$ cat src/sv/tptd_pkg.sv
// Package for the two-phase task dispatcher.
// Holds sizes, codes and the transaction, command and response structs.
// No dependencies.
package tptd_pkg;

    localparam int MAX_MAP    = 16;
    localparam int MAX_REDUCE = 16;
    localparam int BANK_DEPTH = (MAX_MAP > MAX_REDUCE) ? MAX_MAP : MAX_REDUCE;
    localparam int BANK_IDX_W = (BANK_DEPTH > 1) ? $clog2(BANK_DEPTH) : 1;

    localparam int TASK_IDX_W = 4;
    localparam int CNT_W      = 5;
    localparam int CFG_IDX_W  = 2;
    localparam int GRANT_W    = 2;

    localparam logic [CNT_W-1:0] MAP_LIMIT    = CNT_W'(MAX_MAP);
    localparam logic [CNT_W-1:0] REDUCE_LIMIT = CNT_W'(MAX_REDUCE);

    localparam logic ACT_ASK    = 1'b0;
    localparam logic ACT_SUBMIT = 1'b1;

    localparam logic KIND_MAP    = 1'b0;
    localparam logic KIND_REDUCE = 1'b1;

    localparam logic [GRANT_W-1:0] GRANT_NONE   = 2'd0;
    localparam logic [GRANT_W-1:0] GRANT_MAP    = 2'd1;
    localparam logic [GRANT_W-1:0] GRANT_REDUCE = 2'd2;

    localparam logic [CFG_IDX_W-1:0] CFG_MAP_COUNT    = 2'd0;
    localparam logic [CFG_IDX_W-1:0] CFG_REDUCE_COUNT = 2'd1;

    typedef struct packed {
        logic                  action;
        logic                  task_kind;
        logic [TASK_IDX_W-1:0] task_index;
    } in_t;

    typedef struct packed {
        logic [GRANT_W-1:0]    grant_kind;
        logic [TASK_IDX_W-1:0] grant_index;
        logic                  ok;
        logic                  job_done;
    } out_t;

    typedef struct packed {
        logic                  assign_en;
        logic                  submit_en;
        logic [BANK_IDX_W-1:0] idx;
    } bank_cmd_t;

    typedef struct packed {
        logic free;
        logic completed;
    } bank_rsp_t;

endpackage

$ cat src/sv/tptd_flag_bank.sv
// Assigned and completed flags for one phase of tasks.
// One addressed read, assign and submit updates.
// Depends on tptd_pkg.
module tptd_flag_bank (
    input  logic                aclk,
    input  logic                aresetn,
    input  tptd_pkg::bank_cmd_t cmd,
    output tptd_pkg::bank_rsp_t rsp
);

    logic [tptd_pkg::BANK_DEPTH-1:0] assigned_reg;
    logic [tptd_pkg::BANK_DEPTH-1:0] completed_reg;

    always_ff @(posedge aclk) begin
        if (!aresetn) begin
            assigned_reg  <= '0;
            completed_reg <= '0;
        end else begin
            if (cmd.assign_en) begin
                assigned_reg[cmd.idx] <= 1'b1;
            end
            if (cmd.submit_en) begin
                assigned_reg[cmd.idx]  <= 1'b0;
                completed_reg[cmd.idx] <= 1'b1;
            end
        end
    end

    assign rsp.free      = !assigned_reg[cmd.idx] && !completed_reg[cmd.idx];
    assign rsp.completed = completed_reg[cmd.idx];

endmodule

$ cat src/sv/tptd_ctrl.sv
// Sequencer for the task dispatcher: config registers, completion counts,
// scan counter over the flag banks and the output register.
// Depends on tptd_pkg.
module tptd_ctrl (
    input  logic                                aclk,
    input  logic                                aresetn,
    input  logic                                s_valid,
    output logic                                s_ready,
    input  tptd_pkg::in_t                       s_data,
    output logic                                m_valid,
    input  logic                                m_ready,
    output tptd_pkg::out_t                      m_data,
    input  logic                                cfg_valid,
    output logic                                cfg_ready,
    input  logic [tptd_pkg::CFG_IDX_W-1:0]      cfg_index,
    input  logic [tptd_pkg::CNT_W-1:0]          cfg_data,
    output tptd_pkg::bank_cmd_t                 map_cmd,
    output tptd_pkg::bank_cmd_t                 red_cmd,
    input  tptd_pkg::bank_rsp_t                 map_rsp,
    input  tptd_pkg::bank_rsp_t                 red_rsp
);

    typedef enum logic [1:0] {
        ST_IDLE,
        ST_SCAN,
        ST_SUBMIT
    } state_t;

    state_t                       state_reg, state_next;
    tptd_pkg::in_t                item_reg, item_next;
    logic                         phase_reg, phase_next;
    logic [tptd_pkg::CNT_W-1:0]   scan_reg, scan_next;
    logic [tptd_pkg::CNT_W-1:0]   map_cfg_reg, map_cfg_next;
    logic [tptd_pkg::CNT_W-1:0]   red_cfg_reg, red_cfg_next;
    logic [tptd_pkg::CNT_W-1:0]   map_done_reg, map_done_next;
    logic [tptd_pkg::CNT_W-1:0]   red_done_reg, red_done_next;
    logic                         finished_reg, finished_next;
    logic                         m_valid_reg, m_valid_next;
    tptd_pkg::out_t               m_data_reg, m_data_next;

    logic [tptd_pkg::CNT_W-1:0]      mcnt, rcnt, scan_lim, sub_lim;
    logic [tptd_pkg::BANK_IDX_W-1:0] rd_idx;
    logic                            out_free, scan_free, sub_cmp, in_range;

    assign mcnt = (map_cfg_reg > tptd_pkg::MAP_LIMIT) ? tptd_pkg::MAP_LIMIT : map_cfg_reg;
    assign rcnt = (red_cfg_reg > tptd_pkg::REDUCE_LIMIT) ? tptd_pkg::REDUCE_LIMIT
                                                         : red_cfg_reg;

    assign scan_lim  = phase_reg ? rcnt : mcnt;
    assign sub_lim   = (item_reg.task_kind == tptd_pkg::KIND_REDUCE) ? rcnt : mcnt;
    assign in_range  = {1'b0, item_reg.task_index} < sub_lim;
    assign scan_free = phase_reg ? red_rsp.free : map_rsp.free;
    assign sub_cmp   = (item_reg.task_kind == tptd_pkg::KIND_REDUCE) ? red_rsp.completed
                                                                     : map_rsp.completed;
    assign out_free  = !m_valid_reg || m_ready;

    assign rd_idx = (state_reg == ST_SUBMIT)
                    ? tptd_pkg::BANK_IDX_W'(item_reg.task_index)
                    : scan_reg[tptd_pkg::BANK_IDX_W-1:0];

    always_comb begin
        state_next    = state_reg;
        item_next     = item_reg;
        phase_next    = phase_reg;
        scan_next     = scan_reg;
        map_cfg_next  = map_cfg_reg;
        red_cfg_next  = red_cfg_reg;
        map_done_next = map_done_reg;
        red_done_next = red_done_reg;
        finished_next = finished_reg;
        m_valid_next  = m_valid_reg && !m_ready;
        m_data_next   = m_data_reg;
        map_cmd       = '{assign_en: 1'b0, submit_en: 1'b0, idx: rd_idx};
        red_cmd       = '{assign_en: 1'b0, submit_en: 1'b0, idx: rd_idx};

        if (cfg_valid) begin
            case (cfg_index)
                tptd_pkg::CFG_MAP_COUNT:    map_cfg_next = cfg_data;
                tptd_pkg::CFG_REDUCE_COUNT: red_cfg_next = cfg_data;
                default: ;
            endcase
        end

        case (state_reg)
            ST_IDLE: begin
                if (s_valid) begin
                    item_next = s_data;
                    if (s_data.action == tptd_pkg::ACT_ASK) begin
                        phase_next = !(map_done_reg < mcnt);
                        scan_next  = '0;
                        state_next = ST_SCAN;
                    end else begin
                        state_next = ST_SUBMIT;
                    end
                end
            end
            ST_SCAN: begin
                if (scan_reg >= scan_lim) begin
                    if (out_free) begin
                        m_valid_next = 1'b1;
                        m_data_next  = '{grant_kind: tptd_pkg::GRANT_NONE, grant_index: '0,
                                         ok: 1'b1, job_done: finished_reg};
                        state_next   = ST_IDLE;
                    end
                end else if (scan_free) begin
                    if (out_free) begin
                        map_cmd.assign_en = !phase_reg;
                        red_cmd.assign_en = phase_reg;
                        m_valid_next = 1'b1;
                        m_data_next  = '{grant_kind: phase_reg ? tptd_pkg::GRANT_REDUCE
                                                               : tptd_pkg::GRANT_MAP,
                                         grant_index: tptd_pkg::TASK_IDX_W'(scan_reg),
                                         ok: 1'b1, job_done: finished_reg};
                        state_next   = ST_IDLE;
                    end
                end else begin
                    scan_next = scan_reg + 1'b1;
                end
            end
            ST_SUBMIT: begin
                if (out_free) begin
                    if (in_range) begin
                        if (item_reg.task_kind == tptd_pkg::KIND_REDUCE) begin
                            red_cmd.submit_en = 1'b1;
                            if (!sub_cmp) begin
                                red_done_next = red_done_reg + 1'b1;
                            end
                        end else begin
                            map_cmd.submit_en = 1'b1;
                            if (!sub_cmp) begin
                                map_done_next = map_done_reg + 1'b1;
                            end
                        end
                    end
                    finished_next = finished_reg ||
                                    ((map_done_next >= mcnt) && (red_done_next >= rcnt));
                    m_valid_next  = 1'b1;
                    m_data_next   = '{grant_kind: tptd_pkg::GRANT_NONE, grant_index: '0,
                                      ok: in_range, job_done: finished_next};
                    state_next    = ST_IDLE;
                end
            end
            default: state_next = ST_IDLE;
        endcase
    end

    always_ff @(posedge aclk) begin
        item_reg   <= item_next;
        phase_reg  <= phase_next;
        scan_reg   <= scan_next;
        m_data_reg <= m_data_next;
        if (!aresetn) begin
            state_reg    <= ST_IDLE;
            map_cfg_reg  <= '0;
            red_cfg_reg  <= '0;
            map_done_reg <= '0;
            red_done_reg <= '0;
            finished_reg <= 1'b0;
            m_valid_reg  <= 1'b0;
        end else begin
            state_reg    <= state_next;
            map_cfg_reg  <= map_cfg_next;
            red_cfg_reg  <= red_cfg_next;
            map_done_reg <= map_done_next;
            red_done_reg <= red_done_next;
            finished_reg <= finished_next;
            m_valid_reg  <= m_valid_next;
        end
    end

    assign s_ready   = (state_reg == ST_IDLE);
    assign cfg_ready = 1'b1;
    assign m_valid   = m_valid_reg;
    assign m_data    = m_data_reg;

endmodule

$ cat src/sv/two_phase_task_dispatcher.sv
// Top level of the two-phase task dispatcher.
// Depends on tptd_pkg, tptd_ctrl and tptd_flag_bank.
//
// Hands out map tasks, then reduce tasks once every map task has completed,
// and records submitted tasks. An ask walks the flag bank of the current
// phase one entry per cycle with a single shared compare, stopping at the
// first free entry or after N entries, N being the effective task count of
// that phase. The input is not ready while an item is in progress; a result
// may wait in the output register while the next item is taken, and the
// sequencer stalls at its last step until that register is free. The config
// port is always ready; counts above the maximum saturate to it.
module two_phase_task_dispatcher (
    input  logic                            aclk,
    input  logic                            aresetn,
    input  logic                            s_valid,
    output logic                            s_ready,
    input  tptd_pkg::in_t                   s_data,
    output logic                            m_valid,
    input  logic                            m_ready,
    output tptd_pkg::out_t                  m_data,
    input  logic                            cfg_valid,
    output logic                            cfg_ready,
    input  logic [tptd_pkg::CFG_IDX_W-1:0]  cfg_index,
    input  logic [tptd_pkg::CNT_W-1:0]      cfg_data
);

    tptd_pkg::bank_cmd_t map_cmd, red_cmd;
    tptd_pkg::bank_rsp_t map_rsp, red_rsp;

    tptd_ctrl u_ctrl (
        .aclk      (aclk),
        .aresetn   (aresetn),
        .s_valid   (s_valid),
        .s_ready   (s_ready),
        .s_data    (s_data),
        .m_valid   (m_valid),
        .m_ready   (m_ready),
        .m_data    (m_data),
        .cfg_valid (cfg_valid),
        .cfg_ready (cfg_ready),
        .cfg_index (cfg_index),
        .cfg_data  (cfg_data),
        .map_cmd   (map_cmd),
        .red_cmd   (red_cmd),
        .map_rsp   (map_rsp),
        .red_rsp   (red_rsp)
    );

    tptd_flag_bank u_map_bank (
        .aclk    (aclk),
        .aresetn (aresetn),
        .cmd     (map_cmd),
        .rsp     (map_rsp)
    );

    tptd_flag_bank u_red_bank (
        .aclk    (aclk),
        .aresetn (aresetn),
        .cmd     (red_cmd),
        .rsp     (red_rsp)
    );

endmodule

$ cat config.mk
export PLATFORM = sky130hd
export DESIGN_NAME = two_phase_task_dispatcher
export DESIGN_NICKNAME = d
export VERILOG_FILES = /design/src/sv/tptd_pkg.sv /design/src/sv/tptd_flag_bank.sv /design/src/sv/tptd_ctrl.sv /design/src/sv/two_phase_task_dispatcher.sv
export SDC_FILE = /design/constraint.sdc
export NUM_CORES = 1
export LEC_CHECK = 0
export ABC_AREA = 1
export BUFFER_PORTS_ARGS = -buffer_cell sky130_fd_sc_hd__buf_2
export CAP_MARGIN = 10
export CORE_AREA = 2 2 150 79
export DETAILED_ROUTE_END_ITERATION = 10
export DIE_AREA = 0 0 152 81
export MAX_ROUTING_LAYER = met4
export PLACE_DENSITY = 0.75
export SLEW_MARGIN = 5
export SYNTH_ARGS = -nofsm -noshare
export SYNTH_HDL_FRONTEND = slang
export SYNTH_SLANG_ARGS = --single-unit
export TNS_END_PERCENT = 100
$ cat constraint.sdc
create_clock -name aclk -period 4.2 [get_ports aclk]
set_input_delay 0.84 -clock aclk [delete_from_list [all_inputs] [get_ports aclk]]
set_output_delay 0.84 -clock aclk [all_outputs]
set_load 0.01 [all_outputs]
# After elaboration in Yosys (flattened, before gate mapping)
# Cells that the tools add are included.
# totals
regBits,107
latch_bits,0
ram_bits,0
romBits,0
in_bits,18
output_inout_bits,11
word_cells,147
mem_count,0
# op_classes
add_sub_neg,3
n_mul,0
div_mod_pow,0
order_cmp,9
n_eq_ne,10
shift,0
muxes,71
bitwise,8
n_reduce_logical,27
# op_table
cell,n
16-bit 2-to-1 mux,6
5-bit 2-to-1 mux,18
16-bit bitwise OR,4
8-bit 2-to-1 mux,5
16-bit AND,2
1-bit 2-to-1 mux,26
1-bit binary-select mux with 4-bit select,4
16-bit inverter,1
8-bit one-hot mux with 2 select lines,1
"5-bit by 1-bit adder with 5-bit output, second input constant",3
5-bit >= comparator,3
2-bit 2-to-1 mux,6
"5-bit greater-than comparator, second input constant",2
5-bit one-hot mux with 2 select lines,1
2-bit AND reduction,5
1-bit logical NOT,8
"2-bit inequality test, second input constant",4
2-bit one-hot mux with 3 select lines,1
1-bit logical AND,5
4-bit by 5-bit less-than comparator with 1-bit output,1
"4-bit by 5-bit less-than comparator with 1-bit output, second input constant",1
5-bit less-than comparator,1
5-bit AND reduction,1
1-bit demux with 4-bit select,1
13 further kinds,18

# Logic depth before layout (Yosys ltp)
# logic_depth
depth_word,15
ltp_mapped,27
depth_no_buf,26

# By module
# From an unflattened synthesis, not the netlist that was laid out.
# hier_totals
cells_unflattened,903
area_unflattened_um2,6059.6
# modules_own_cells
module,instances,cells_per_inst,area_per_inst_um2,seq_area_each_um2
tptd_flag_bank,2,245,1535.2,640.6
tptd_ctrl,1,413,2989.1,1051.0

# Least setup slack after synthesis
# Ideal clock, no wire load.
# synth_path
path_kind,register to register
start,register u_ctrl.red_cfg_reg[0] (netlist name)
end,"register u_ctrl.m_data_reg (netlist bit u_ctrl.m_data[0]), data pin"
setup_time_ns,0.259
t_arrival_ns,3.237
required_time_ns,3.941
slack_ns,0.705
stages_incl_launch_ff,22
n_path_buf,0
synth_period_minus_slack_ns,3.495
path_cell_list,dfxtp_1 -> o41ai_1 -> nand2_1 -> nor2_1 -> a21oi_1 -> ha_1 -> a21o_1 -> a31oi_1 -> o21ai_0 -> nor2_1 -> nand2_2 -> xor2_1 -> inv_1 -> ha_1 -> inv_1 -> nand2_1 -> a21oi_1 -> o21bai_1 -> a21oi_1 -> nor2_1 -> o22ai_1 -> o21bai_1
# synth_rtl
item,line_no,text
from (decl),tptd_ctrl.sv:34,"logic [tptd_pkg::CNT_W-1:0] red_cfg_reg, red_cfg_next;"
from (signal assigned),tptd_ctrl.sv:163,red_cfg_reg <= red_cfg_next;
to (signal assigned),tptd_ctrl.sv:151,m_data_reg <= m_data_next;
to (decl),tptd_ctrl.sv:39,"tptd_pkg::out_t m_data_reg, m_data_next;"

# Worst setup path in the final report
# layout_path
start,register u_ctrl.red_cfg_reg[0] (netlist name)
end,register u_ctrl.finished_reg
# layout_between
elab_chain_cells,10
elab_cells_between_ends,14
cone_classes,order compare: 4; mux: 8; reduce/logical: 2
# layout_lines
item,line_no,text
5-bit greater-than comparator,tptd_ctrl.sv:46,assign rcnt = (red_cfg_reg > tptd_pkg::REDUCE_LIMIT) ? tptd_pkg::REDUCE_LIMIT
5-bit 2-to-1 mux *,tptd_ctrl.sv:46,
5-bit 2-to-1 mux,tptd_ctrl.sv:50,assign sub_lim = (item_reg.task_kind == tptd_pkg::KIND_REDUCE) ? rcnt : mcnt;
4-bit by 5-bit less-than comparator with 1-bit output,tptd_ctrl.sv:51,"assign in_range = {1'b0, item_reg.task_index} < sub_lim;"
5-bit 2-to-1 mux,tptd_ctrl.sv:122,if (in_range) begin
5-bit 2-to-1 mux,tptd_ctrl.sv:121,if (out_free) begin
5-bit 2-to-1 mux,tptd_ctrl.sv:84,case (state_reg)
5-bit >= comparator,tptd_ctrl.sv:136,((map_done_next >= mcnt) && (red_done_next >= rcnt));
1-bit logical AND *,tptd_ctrl.sv:136,
1-bit logical OR *,tptd_ctrl.sv:135,finished_next = finished_reg ||
to (signal assigned),tptd_ctrl.sv:166,finished_reg <= finished_next;
to (decl),tptd_ctrl.sv:37,"logic finished_reg, finished_next;"
# Mark *: on every way between the ends. The rest lies on a longest branch, timed or not. The select of a mux whose other input is x is not followed.
# A chain may end at the register's enable or synchronous reset.

==> qor.json <==
{
  "crit_required": {"value": 4.44, "unit": "ns"},
  "cap_viol_max_count": {"value": 0},
  "design.core.area": {"value": 11200, "unit": "um^2"},
  "initial_core_util": {"value": 52.8, "unit": "%"},
  "dp_worst_setup_slack": {"value": 0.178, "unit": "ns"},
  "timing.critical_path.to_type": {"value": "flip-flop"},
  "drive_gt1_share": {"value": 8.98, "unit": "%"},
  "synthesis.nets": {"value": 921},
  "clock-skew-final": {"value": 0.0100, "unit": "ns"},
  "synth.cells.most_frequent": {"value": "sky130_fd_sc_hd__nand2_1, sky130_fd_sc_hd__inv_1, sky130_fd_sc_hd__a21oi_1, sky130_fd_sc_hd__dfxtp_1, sky130_fd_sc_hd__nor2_1"},
  "final_period_minus_worst_setup_slack": {"value": 3.85, "unit": "ns"},
  "detailedRoute.firstPassIterationCount": {"value": 5},
  "floorplan.die.height": {"value": 81, "unit": "um"},
  "postSynthCellCount": {"value": 875},
  "crit_type": {"value": "reg -> reg"},
  "track_usage": {"value": 26.6, "unit": "%"},
  "dp.final_hpwl": {"value": 11200, "unit": "um"},
  "worst_r2r_startpoint": {"value": "u_ctrl.red_cfg_reg[0]"},
  "detailroute.via_count": {"value": 5489},
  "global_route_wire_length_before_repair": {"value": 25100, "unit": "um"},
  "ir_worst_vdd": {"value": 0.325, "unit": "mV"},
  "cts_tree": {"value": "built"},
  "synth-seq-cells": {"value": 107},
  "globalRoute.totalOverflow": {"value": 0},
  "post_cts.repair.setup_buffers": {"value": 0},
  "outcome": {"value": "finished clean"},
  "vias_per_cell": {"value": 5.22},
  "detail-route-antenna-nets": {"value": 0},
  "syn_area_per_cell": {"value": 6.79, "unit": "um^2"},
  "final.setup.worst_slack": {"value": 0.346, "unit": "ns"},
  "detail_route.drc_violations": {"value": 0},
  "fin_tns_setup": {"value": 0, "unit": "ns"},
  "worst_path_arrival": {"value": 4.10, "unit": "ns"},
  "drt-wirelength-per-cell": {"value": 14.6, "unit": "um"},
  "cts.reportedPaths.clkPinSlew": {"value": 0.07, "unit": "ns"},
  "via_count_of_the_first_global_routing_pass": {"value": 4853},
  "grt_max_degree": {"value": 49},
  "yosysSeqAreaShare": {"value": 39.3, "unit": "%"},
  "syn_to_final_growth": {"value": 10.5, "unit": "%"},
  "ys_top_cells_by_area": {"value": "sky130_fd_sc_hd__dfxtp_1, sky130_fd_sc_hd__nand2_1, sky130_fd_sc_hd__edfxtp_1"},
  "synthesis_warning_total": {"value": 0},
  "power_leakage": {"value": 3.00, "unit": "nW"},
  "timing.final.hold_violations": {"value": 0},
  "yosysMostFrequentCell": {"value": "sky130_fd_sc_hd__nand2_1"},
  "io-pin-count": {"value": 29},
  "count_of_flip_flops_with_a_built_in_enable_after_synthesis": {"value": 19},
  "fin_crit_sh": {"value": 91.8, "unit": "%"},
  "drt-initial-drc-count": {"value": 453},
  "hold_depth": {"value": 2},
  "postRouteWirelength": {"value": 15400, "unit": "um"},
  "synthesis.area": {"value": 5940, "unit": "um^2"},
  "rsz0062_at_grt": {"value": "false"},
  "antenna_found_initial": {"value": 0},
  "postSynth.asyncResetShare": {"value": 0, "unit": "%"},
  "nets": {"value": 943},
  "startpoint_type": {"value": "flip-flop"},
  "regToRegEndpoint": {"value": "u_ctrl.finished_reg"},
  "cts_made_buffers": {"value": 9},
  "timing.slew.headroom": {"value": 55.7, "unit": "%"},
  "p_per_area": {"value": 697, "unit": "nW/um^2"},
  "synth-main-ff-cell": {"value": "sky130_fd_sc_hd__dfxtp_1"},
  "finalWeightedCongestion": {"value": 0.943},
  "count_of_port_buffers_added_during_placement": {"value": 27},
  "die_w": {"value": 152, "unit": "um"},
  "worstMarginPinSlew": {"value": 0.664, "unit": "ns"},
  "cts_root_buf": {"value": "sky130_fd_sc_hd__clkbuf_16"},
  "netlist-cell-type-count": {"value": 36},
  "regToRegSetupSlack": {"value": 0.35, "unit": "ns"},
  "drv_slew": {"value": 0},
  "post_cts.resized_instances": {"value": 0},
  "worst_path_maximum_fanout": {"value": 5},
  "design.die.area": {"value": 12300, "unit": "um^2"},
  "reg2reg_path_depth": {"value": 20},
  "cts_num_sinks": {"value": 107},
  "clock.fmax": {"value": 259, "unit": "MHz"},
  "row_count": {"value": 28},
  "timing.critical_path.from": {"value": "u_ctrl.red_cfg_reg[0]"},
  "synthDominantCellAreaShare": {"value": 29.6, "unit": "%"},
  "final-setup-viol-count": {"value": 0},
  "ant_diodes": {"value": 0},
  "hold_class": {"value": "reg -> reg"},
  "clock_path_buffers": {"value": 2},
  "cts-htree-levels": {"value": 3},
  "clk_latency": {"value": 0.35, "unit": "ns"},
  "synth_top_cell_by_area": {"value": "sky130_fd_sc_hd__dfxtp_1"},
  "holdBufCountCts": {"value": 0}
}
## cell type report
cell class              instances  area [um^2]
repair buffers                 40          245
fillers                      1088         4680
clock buffers                  12          268
flip-flops and latches        107         2330
inverters                     143          539
clock inverters                 4         56.3
multi-input cells             596         2940
well taps                     150          188
## stage by stage
step	total power [mW]	hold WS, ns	cell area, um^2	util [%]	std cells
detailed placement	3.61	0.435	6220	55.3	1036
global route	4.91	0.465	6570	58.4	1052
CTS	4.52	0.446	6540	58.2	1052
global placement	3.58	0.437	6220	55.3	1036
finish	4.58	0.444	6570	58.4	1052
floorplan	3.04	0.425	5940	-	875
## worst max-delay path, cell delays in order, from the launching register on
cell	delay [ns]
sky130_fd_sc_hd__dfxtp_1	0.35
sky130_fd_sc_hd__o41ai_4	0.40
sky130_fd_sc_hd__nand2_1	0.13
sky130_fd_sc_hd__nor2_1	0.11
sky130_fd_sc_hd__a21oi_1	0.05
sky130_fd_sc_hd__ha_1	0.32
sky130_fd_sc_hd__a21o_1	0.19
sky130_fd_sc_hd__a31oi_1	0.13
sky130_fd_sc_hd__o21ai_1	0.14
sky130_fd_sc_hd__nor2_1	0.23
sky130_fd_sc_hd__nand2_1	0.17
sky130_fd_sc_hd__o21ai_0	0.29
sky130_fd_sc_hd__inv_1	0.08
sky130_fd_sc_hd__ha_1	0.27
sky130_fd_sc_hd__a21oi_1	0.15
sky130_fd_sc_hd__o21bai_1	0.07
sky130_fd_sc_hd__a21oi_1	0.16
sky130_fd_sc_hd__nor2_1	0.07
sky130_fd_sc_hd__o22ai_1	0.19
sky130_fd_sc_hd__nor2_1	0.07
sky130_fd_sc_hd__o21a_1	0.17
## layout by cell type, fill, tap and decap left out, types with 2 or more instances in the layout
cell type and n:
sky130_fd_sc_hd__o21ai_1 5, sky130_fd_sc_hd__nand2_4 4, sky130_fd_sc_hd__a21oi_1 88, sky130_fd_sc_hd__edfxtp_1 19
sky130_fd_sc_hd__a31oi_1 4, sky130_fd_sc_hd__o21ai_2 2, sky130_fd_sc_hd__nand2_1 258, sky130_fd_sc_hd__nor2_1 79
sky130_fd_sc_hd__nor4_2 2, sky130_fd_sc_hd__nand2_2 8, sky130_fd_sc_hd__buf_2 27, sky130_fd_sc_hd__o21ai_0 38
sky130_fd_sc_hd__nor3_1 2, sky130_fd_sc_hd__nand3_1 50, sky130_fd_sc_hd__o21bai_1 3, sky130_fd_sc_hd__inv_2 3
sky130_fd_sc_hd__o211ai_1 3, sky130_fd_sc_hd__nand4_1 6, sky130_fd_sc_hd__clkbuf_16 10, sky130_fd_sc_hd__buf_4 12
sky130_fd_sc_hd__inv_1 139, sky130_fd_sc_hd__ha_1 28, sky130_fd_sc_hd__dfxtp_1 88, sky130_fd_sc_hd__o21a_1 2
sky130_fd_sc_hd__xor2_1 4, sky130_fd_sc_hd__clkinv_4 2
## worst max-delay path by stage
stage,endpoint,slack (ns)
6_report,u_ctrl.finished_reg,0.35
3_3_place_gp,u_ctrl.finished_reg,0.42
5_1_grt,u_ctrl.finished_reg,0.01
4_1_cts,u_ctrl.finished_reg,0.15
2_1_floorplan,u_ctrl.m_data[0],0.70
3_5_place_dp,u_ctrl.finished_reg,0.18
## where the power goes
part	internal [mW]	switching (mW)	total, mW
Combinational	0.676	1.63	2.30
Clock	0.520	0.385	0.905
Sequential	1.24	0.129	1.37
Total	2.43	2.14	4.58
## metal layers
layer,up-vias,GRT usage (%),part of all wire [%]
li1,2806,-,-
met1,2455,39.8,53
met2,222,34.0,36
met3,6,8.70,10
met4,0,5.05,0.48
met5,-,-,0
## kinds of logic after synthesis
| logic type | count (synthesis) | share of synthesized area (%) |
|---|---|---|
| adders and majority gates | 28 | 5.90 |
| xor gates and xnor gates | 5 | 0.737 |
| buffers and inverters | 172 | 11.9 |
| DFF | 107 | 39.3 |
| other | 1 | 0.0631 |
| AOI/OAI and AO/OA | 150 | 13.6 |
| and+or+nand+nor | 412 | 28.6 |
Power figures use the tool's default switching activity.
